File: src/rtl/tlbpt_pkg.sv
`default_nettype none

package tlbpt_pkg;

    // Fixed field widths of the request and result streams.
    localparam int ADDR_W    = 16;
    localparam int COUNT_W   = 32;
    localparam int S_TDATA_W = 16;
    localparam int M_TDATA_W = 88;

    // One translation result, physical address in the lowest bits.
    typedef struct packed {
        logic [COUNT_W-1:0] fault_count;
        logic [COUNT_W-1:0] hit_count;
        logic               page_fault;
        logic               tlb_hit;
        logic [ADDR_W-1:0]  phys_addr;
    } result_t;

    localparam int RESULT_W = $bits(result_t);
    localparam int M_PAD_W  = M_TDATA_W - RESULT_W;

    localparam logic [COUNT_W-1:0] COUNT_MAX = {COUNT_W{1'b1}};

endpackage

`default_nettype wire

File: src/rtl/tlb_page_table_translator.sv
// The TLB compare and page-table read are registered at the accept edge; the update,
// the page-table write-back and the result register follow in the update cycle.
// The input takes no new address until the update of the last one is done;
// a full output register stalls the update and with it the input.
// Reset clears the TLB valid bits, the page-mapped bits, the fill pointer, the free
// frame counter and both counts; the page-table memory itself is not cleared.
`default_nettype none

module tlb_page_table_translator #(
    parameter int TLB_DEPTH   = 16,
    parameter int PAGE_BITS   = 8,
    parameter int OFFSET_BITS = 8
) (
    input  wire logic                           clk,
    input  wire logic                           rst_n,
    // Fields from bit 0: virt_addr[15:0].
    input  wire logic [tlbpt_pkg::S_TDATA_W-1:0] s_tdata,
    input  wire logic                           s_tvalid,
    output logic                                s_tready,
    // Fields from bit 0: phys_addr[15:0], tlb_hit, page_fault,
    // hit_count[31:0], fault_count[31:0], zero padding.
    output logic [tlbpt_pkg::M_TDATA_W-1:0]     m_tdata,
    output logic                                m_tvalid,
    input  wire logic                           m_tready
);
    import tlbpt_pkg::*;

    localparam int NUM_PAGES = 1 << PAGE_BITS;
    localparam int PTR_W     = (TLB_DEPTH > 1) ? $clog2(TLB_DEPTH) : 1;
    localparam int FREE_W    = PAGE_BITS + 1;
    localparam int EXT_W     = ADDR_W + PAGE_BITS + OFFSET_BITS;
    localparam int PA_EXT_W  = ADDR_W + PAGE_BITS + OFFSET_BITS;

    // Address split of the incoming request.
    logic [EXT_W-1:0]       in_addr_ext;
    logic [PAGE_BITS-1:0]   in_page;
    logic [OFFSET_BITS-1:0] in_offset;
    logic                   in_accept;

    assign in_addr_ext = {{(PAGE_BITS + OFFSET_BITS){1'b0}}, s_tdata[ADDR_W-1:0]};
    assign in_page     = in_addr_ext[OFFSET_BITS +: PAGE_BITS];
    assign in_offset   = in_addr_ext[OFFSET_BITS-1:0];
    assign in_accept   = s_tvalid && s_tready;

    // TLB storage and control state.
    logic [PAGE_BITS-1:0] tlb_tag_reg   [TLB_DEPTH];
    logic [PAGE_BITS-1:0] tlb_frame_reg [TLB_DEPTH];
    logic [TLB_DEPTH-1:0] tlb_valid_reg;
    logic [PTR_W-1:0]     fill_ptr_reg;
    logic [PTR_W-1:0]     fill_ptr_next;
    logic [NUM_PAGES-1:0] mapped_reg;
    logic [FREE_W-1:0]    alloc_frame_reg;
    logic [COUNT_W-1:0]   hits_reg;
    logic [COUNT_W-1:0]   faults_reg;

    // Request held between the lookup and the update cycle.
    logic                   busy_reg;
    logic [PAGE_BITS-1:0]   page_reg;
    logic [OFFSET_BITS-1:0] offset_reg;
    logic                   hit_reg;
    logic [PAGE_BITS-1:0]   hit_frame_reg;
    logic                   mapped_hit_reg;

    // Page-table memory.
    logic [PAGE_BITS-1:0] pt_mem [NUM_PAGES];
    logic [PAGE_BITS-1:0] pt_rdata_reg;
    logic                 pt_we;

    // Output register.
    logic    out_valid_reg;
    result_t out_reg;
    result_t result;

    logic                 done;
    logic                 fault;
    logic [PAGE_BITS-1:0] frame;
    logic [PA_EXT_W-1:0]  pa_ext;
    logic                 match_any;
    logic [PAGE_BITS-1:0] match_frame;

    // Fully associative compare; the lowest-numbered valid entry wins.
    always_comb
    begin
        match_any   = 1'b0;
        match_frame = '0;
        for (int i = TLB_DEPTH - 1; i >= 0; i--)
        begin
            if (tlb_valid_reg[i] && (tlb_tag_reg[i] == in_page))
            begin
                match_any   = 1'b1;
                match_frame = tlb_frame_reg[i];
            end
        end
    end

    assign s_tready = !busy_reg;
    assign done     = busy_reg && (!out_valid_reg || m_tready);

    // Frame selection: TLB hit, existing mapping, or a newly allocated frame.
    always_comb
    begin
        fault = 1'b0;
        if (hit_reg)
        begin
            frame = hit_frame_reg;
        end
        else if (mapped_hit_reg)
        begin
            frame = pt_rdata_reg;
        end
        else
        begin
            fault = 1'b1;
            frame = alloc_frame_reg[PAGE_BITS-1:0];
        end
    end

    assign pt_we  = done && fault;
    assign pa_ext = {{ADDR_W{1'b0}}, frame, offset_reg};

    always_comb
    begin
        result.phys_addr   = pa_ext[ADDR_W-1:0];
        result.tlb_hit     = hit_reg;
        result.page_fault  = fault;
        result.hit_count   = (hit_reg && (hits_reg != COUNT_MAX))
                             ? hits_reg + 1'b1 : hits_reg;
        result.fault_count = (fault && (faults_reg != COUNT_MAX))
                             ? faults_reg + 1'b1 : faults_reg;
    end

    assign fill_ptr_next = (fill_ptr_reg == PTR_W'(TLB_DEPTH - 1))
                           ? '0 : fill_ptr_reg + 1'b1;

    // Page-table memory: read on accept, written back on a fault.
    always_ff @(posedge clk)
    begin
        if (pt_we)
        begin
            pt_mem[page_reg] <= alloc_frame_reg[PAGE_BITS-1:0];
        end
        if (in_accept)
        begin
            pt_rdata_reg <= pt_mem[in_page];
        end
    end

    // Lookup-stage payload.
    always_ff @(posedge clk)
    begin
        if (in_accept)
        begin
            page_reg       <= in_page;
            offset_reg     <= in_offset;
            hit_reg        <= match_any;
            hit_frame_reg  <= match_frame;
            mapped_hit_reg <= mapped_reg[in_page];
        end
    end

    // TLB fill at the FIFO pointer after a miss.
    always_ff @(posedge clk)
    begin
        if (done && !hit_reg)
        begin
            tlb_tag_reg[fill_ptr_reg]   <= page_reg;
            tlb_frame_reg[fill_ptr_reg] <= frame;
        end
    end

    // Result register.
    always_ff @(posedge clk)
    begin
        if (done)
        begin
            out_reg <= result;
        end
    end

    // Control state.
    always_ff @(posedge clk or negedge rst_n)
    begin
        if (!rst_n)
        begin
            busy_reg        <= 1'b0;
            out_valid_reg   <= 1'b0;
            tlb_valid_reg   <= '0;
            fill_ptr_reg    <= '0;
            mapped_reg      <= '0;
            alloc_frame_reg <= '0;
            hits_reg        <= '0;
            faults_reg      <= '0;
        end
        else
        begin
            if (in_accept)
            begin
                busy_reg <= 1'b1;
            end
            else if (done)
            begin
                busy_reg <= 1'b0;
            end

            if (done)
            begin
                out_valid_reg <= 1'b1;
            end
            else if (m_tready)
            begin
                out_valid_reg <= 1'b0;
            end

            if (done)
            begin
                hits_reg   <= result.hit_count;
                faults_reg <= result.fault_count;
                if (!hit_reg)
                begin
                    tlb_valid_reg[fill_ptr_reg] <= 1'b1;
                    fill_ptr_reg                <= fill_ptr_next;
                end
                if (fault)
                begin
                    mapped_reg[page_reg] <= 1'b1;
                    if (alloc_frame_reg < FREE_W'(NUM_PAGES))
                    begin
                        alloc_frame_reg <= alloc_frame_reg + 1'b1;
                    end
                end
            end
        end
    end

    assign m_tvalid = out_valid_reg;
    assign m_tdata  = {{M_PAD_W{1'b0}}, out_reg};

    // The free frame counter never passes the number of pages.
    assert property (@(posedge clk) disable iff (!rst_n)
        alloc_frame_reg <= FREE_W'(NUM_PAGES))
        else $error("free frame counter beyond page count");

    // A delivered result never reports both a TLB hit and a page fault.
    assert property (@(posedge clk) disable iff (!rst_n)
        m_tvalid |-> !(m_tdata[ADDR_W] && m_tdata[ADDR_W + 1]))
        else $error("hit and fault reported together");

    // After a miss completes, its page is mapped in the page table.
    assert property (@(posedge clk) disable iff (!rst_n)
        (done && !hit_reg) |=> mapped_reg[$past(page_reg)])
        else $error("missed page left unmapped");

    // A TLB hit leaves the FIFO fill pointer where it was.
    assert property (@(posedge clk) disable iff (!rst_n)
        (done && hit_reg) |=> $stable(fill_ptr_reg))
        else $error("fill pointer moved on a hit");

endmodule

`default_nettype wire
File: config.mk
export PLATFORM = sky130hd
export DESIGN_NAME = tlb_page_table_translator
export DESIGN_NICKNAME = d
export VERILOG_FILES = /design/src/rtl/tlbpt_pkg.sv /design/src/rtl/tlb_page_table_translator.sv
export SDC_FILE = /design/constraint.sdc
export NUM_CORES = 2
export LEC_CHECK = 0
export ABC_AREA = 0
export BUFFER_PORTS_ARGS = -buffer_cell sky130_fd_sc_hd__buf_2
export CORE_MARGIN = 4
export CORE_UTILIZATION = 40
export CTS_BUF_LIST = sky130_fd_sc_hd__clkbuf_8
export DETAILED_ROUTE_END_ITERATION = 6
export HOLD_SLACK_MARGIN = 0.05
export MAX_ROUTING_LAYER = met4
export RECOVER_POWER = 50
export SYNTH_ARGS = -nofsm -noshare
export SYNTH_HDL_FRONTEND = slang
export SYNTH_SLANG_ARGS = --single-unit
File: constraint.sdc
create_clock -name clk -period 5.8 [get_ports clk]
set_clock_uncertainty 0.1 [all_clocks]
set_input_delay 0.87 -clock clk [delete_from_list [all_inputs] [get_ports clk]]
set_output_delay 0.87 -clock clk [all_outputs]
set_load 0.02 [all_outputs]
Yosys cells after proc, flatten, opt, wreduce, memory -nomap -nowiden

Memories as Yosys holds them, arrays and structs flattened. A register that Yosys moved wholly into a read port is not among the register bits.
Cells that the tools add are included.
W data, S select, Z words.

Memory bits (read-only): 0
Flip-flop bits (word level): 459
Bits in latches: 0
Output and inout bits: 90
Memories kept: 3
Bits in writable memories: 2304
Logic and storage cells: 125

Multiplexer cells: 38
Magnitude comparators: 6
Equal/unequal tests: 19
Reduce and logical (&&, ||, !) cells: 34
Shifts and indexed selects: 0
Add/sub/neg operators: 4
$mul: 0
Div/mod/pow operators: 0
Bitwise gates (word level): 3

Memories:

| name          | depth | width | read ports | clocked after memory_dff | write ports | RTL line                        | text |
|---|---|---|---|---|---|---|---|
| pt_mem        | 256   | 8     | 1          | 1                        | 1           | tlb_page_table_translator.sv:65 | `logic [PAGE_BITS-1:0] pt_mem [NUM_PAGES];` |
| tlb_frame_reg | 16    | 8     | 16         | 0                        | 1           | tlb_page_table_translator.sv:47 | `logic [PAGE_BITS-1:0] tlb_frame_reg [TLB_DEPTH];` |
| tlb_tag_reg   | 16    | 8     | 16         | 0                        | 1           | tlb_page_table_translator.sv:46 | `logic [PAGE_BITS-1:0] tlb_tag_reg [TLB_DEPTH];` |

Operators with widths:

| operator                | count |
|---|---|
| $or A256 B256 Y256      | 1 |
| $mux W8                 | 18 |
| $eq A8 B8 Y1            | 16 |
| $add A32 B1 Y32 const B | 2 |
| $mux W32                | 2 |
| $ne A32 B32 Y1 const B  | 2 |
| $logic_and A1 B1 Y1     | 24 |
| $lt A8 B9 Y1 const B    | 2 |
| $or A16 B16 Y16         | 1 |
| $reduce_or A15 Y1       | 1 |
| $mux W1                 | 14 |
| $add A9 B1 Y9 const B   | 1 |
| $lt A9 B9 Y1 const B    | 1 |
| $bmux W1 S8             | 1 |
| $demux W1 S8            | 1 |
| $ge A8 B1 Y1 const B    | 1 |
| $lt A4 B5 Y1 const B    | 1 |
| $add A4 B1 Y4 const B   | 1 |
| $demux W1 S4            | 1 |
| $eq A4 B4 Y1 const B    | 1 |
| $ge A4 B1 Y1 const B    | 1 |
| $mux W4                 | 1 |
| $reduce_and A2 Y1       | 2 |
| $reduce_bool A2 Y1      | 2 |
| 4 further kinds         | 6 |

Depth between registers and ports, before layout

An unclocked memory read counts as a cell.

Word-level depth: 19
Depth in mapped cells: 12

Least setup slack after synthesis

Ideal clock, no wire load.

Kind: reg-to-reg
From: register alloc_frame_reg[0]
To: register alloc_frame_reg[6]
Cell stages (with the launch flop): 6
Arrival: 4.414 ns
Path slack: 1.006 ns
Clock period less this slack: 4.794 ns
Path buffers: 0
Setup time: 0.280 ns
Cells stage by stage: dfrtp_1 -> ha_1 -> nand2_1 -> nor2_1 -> nand3_1 -> xnor2_1

Cells in the longest elaborated chain, start to end: 2

Ends and longest elaborated chain:

| what                               | RTL line                         | text |
|---|---|---|
| from (decl)                        | tlb_page_table_translator.sv:52  | `logic [FREE_W-1:0] alloc_frame_reg;` |
| from (signal assigned)             | tlb_page_table_translator.sv:228 | `alloc_frame_reg <= alloc_frame_reg + 1'b1;` |
| $lt A9 B9 Y1                       | tlb_page_table_translator.sv:226 | `if (alloc_frame_reg < FREE_W'(NUM_PAGES))` |
| $reduce_and A3 Y1 (no source line) | --                               |  |

Parallel ways exist; a longest one is shown, timed or not.
A chain may end at the register's enable or synchronous reset.

Worst setup path in the final report

From: register alloc_frame_reg[6]
To: memory pt_mem[20][6] (data pin)

RTL lines:

| what      | RTL line |
|---|---|
| to (decl) | tlb_page_table_translator.sv:65 |

No word-level cell before the write port.

==> impl_metrics.json <==
{
  "status": "finished, violations left",
  "failed_checks": "capacitance limit, slew limit",
  "vias": 54000,
  "cts_tree": "built",
  "start_util_pct": 40.3,
  "fin_setup_tns_ns": 0,
  "syn_to_final_growth_pct": 13.5,
  "dpl.hpwl_mm": 156,
  "grt_pass1_vias": 55200,
  "finalWirelength_mm": 261,
  "rsz0062_at_grt": "false",
  "powerDensity_nw_per_um2": 358,
  "htreeDepth": 5,
  "synth_cells": 5295,
  "fin_util_pct": 45.7,
  "io_pins": 110,
  "gp_congestion": 0.822,
  "drv_cap": 17,
  "synth-main-ff-cell": "edfxtp_1",
  "path_buf_inv": 1,
  "clock-sinks": 2771,
  "cp-start-kind": "register",
  "syn_avg_cell_area_um2": 20.4,
  "yosysUniqueCellTypes": 64,
  "drive_above_1_share_pct": 29.6,
  "crit_chain": "clkbuf_1",
  "root_buffer": "clkbuf_8",
  "antenna_found_initial": 13,
  "clock_latency_ns": 1.02,
  "critPathSlowestCell": "clkbuf_1",
  "critPathMaxFanout": 56,
  "avgViaCountPerCell": 5.51,
  "ys_seq_area_share_pct": 75.3,
  "dieHeight_um": 528,
  "core_um2": 269000,
  "gr-usage-all-layers_pct": 19.1,
  "die_w_um": 528,
  "path_clk_slew_ns": 0.06,
  "relSlewSlack_pct": -157,
  "crit_required_ns": 6.10,
  "drt_first_pass_iters": 6,
  "routedWlPerCell_um": 26.7,
  "period_share_pct": 78.5,
  "grt_max_degree": 249,
  "crit_family": "buffers and inverters",
  "hold_path_class": "register to register",
  "syn-cell-area_um2": 108000,
  "crit_arrival_ns": 4.85,
  "yosysWarningCount": 0,
  "ant_nets": 0,
  "end_kind": "register",
  "dieArea_um2": 279000,
  "cts_buffers": 443,
  "grt_pass1_wl_mm": 385,
  "tightest_slew_ns": 3.86,
  "clock_path_buffers": 4,
  "ys_ff_latch": 2771,
  "hold_viol": 0,
  "async_flop_share_pct": 12.7,
  "max-vdd-ir-drop_uv": 467,
  "fmax_mhz": 220,
  "setup_viol": 0,
  "synth.top_cell.area_share_pct": 67.2,
  "critPathKind": "register to register",
  "grt_overflow": 0,
  "final_max_slew_viol_count": 1229,
  "portBuffers": 103,
  "synthTopCellsByCount": "edfxtp_1, mux4_2, dfrtp_1",
  "drt_iter0_markers": 5297,
  "period_needed_ns": 4.55,
  "post_cts_buffers": 0,
  "largest_reg_flops": 2048,
  "post-synth-top-count-cell": "edfxtp_1",
  "synthTopCellsByArea": "edfxtp_1, mux4_2, dfrtp_1, or2_2, xnor2_1",
  "yosysTopAreaCell": "edfxtp_1",
  "drc": 0,
  "synth_edf_count": 2420,
  "fin_nets": 5884,
  "leakage_nw": 43.4,
  "slowest_delay_ns": 2.00,
  "rows": 190
}
==> worst paths after layout <==
| check | from | end | slack (ns) | cells past startpoint |
|---|---|---|---|---|
| worst max-delay path | alloc_frame_reg[6] | pt_mem[20][6] | 1.25 | 1 |
| worst min-delay path | offset_reg[5] | m_tdata[5] | 0.32 | 0 |
| worst max register to register | alloc_frame_reg[6] | pt_mem[20][6] | 1.25 | 1 |
| worst min register to register | offset_reg[5] | m_tdata[5] | 0.32 | 0 |
| max in group asynchronous | rst_n | mapped_reg[54] | 1.68 | 2 |
| min in group asynchronous | rst_n | mapped_reg[109] | 1.70 | 2 |
==> repair_timing <==
item                      CTS  global route
hold endpoints to repair   60             0
gates resized for setup     0             0
hold buffers               11             0
==> layer usage <==
metal | up-vias | GRT usage (%) | wire [um]
met5 | - | - | 0
li1 | 22500 | - | -
met2 | 2112 | 29.4 | 125000
met1 | 28800 | 26.6 | 111000
met4 | 0 | 5.12 | 6830
met3 | 461 | 3.25 | 18600
==> logic make-up after synthesis <==
| logic type | after synthesis | share of synthesized area [%] |
|---|---|---|
| AND/OR/NAND/NOR | 1033 | 4.74 |
| XOR/XNOR | 258 | 2.09 |
| buffers and inverters | 292 | 1.27 |
| AO/OA/AOI/OAI | 201 | 1.40 |
| other | 1 | 0.00347 |
| multiplexers | 732 | 15.1 |
| adder cells (fa/ha/maj) | 7 | 0.0810 |
| flip-flops | 2771 | 75.3 |
==> layout make-up <==
type,instances,area (um^2)
clock inverter,317,1470
inverter,22,85.1
clock buffer,509,7010
timing repair buffer,382,2830
multi-input combinational,2237,25400
fill,22600,146000
sequential,2771,81500
antenna,8,20.0
tap,3552,4440
==> metrics by stage <==
stage | power, W | setup WS, ns | cells | hold WS (ns) | cell area [um^2]
floorplan | 0.0268 | 1.01 | 5300 | 0.300 | 108000
global placement | 0.0283 | 1.25 | 8953 | 0.304 | 114000
detailed placement | 0.0285 | 1.20 | 8953 | 0.306 | 114000
CTS | 0.0443 | 1.74 | 9790 | 0.252 | 123000
global route | 0.0456 | 0.919 | 9797 | 0.319 | 123000
finish | 0.0439 | 1.25 | 9798 | 0.316 | 123000
==> power breakdown <==
group	total (W)	switching, W	internal, W
combinational	0.00382	0.00285	0.000965
sequential	0.0242	0.000558	0.0237
clock	0.0158	0.00770	0.00815
total	0.0439	0.0111	0.0328
==> placed cells by master, fill, tap and decap left out, drive strengths merged, types with 63 or more instances in the layout <==
cell,instances
buf,252
clkbuf,628
clkinv,83
dfrtp,351
edfxtp,2420
inv,249
mux4,720
nand2,155
nand3,64
nand4,63
nor2,345
or2,275
xnor2,179
xor2,79
No activity file was read; power rests on OpenSTA's default activity.
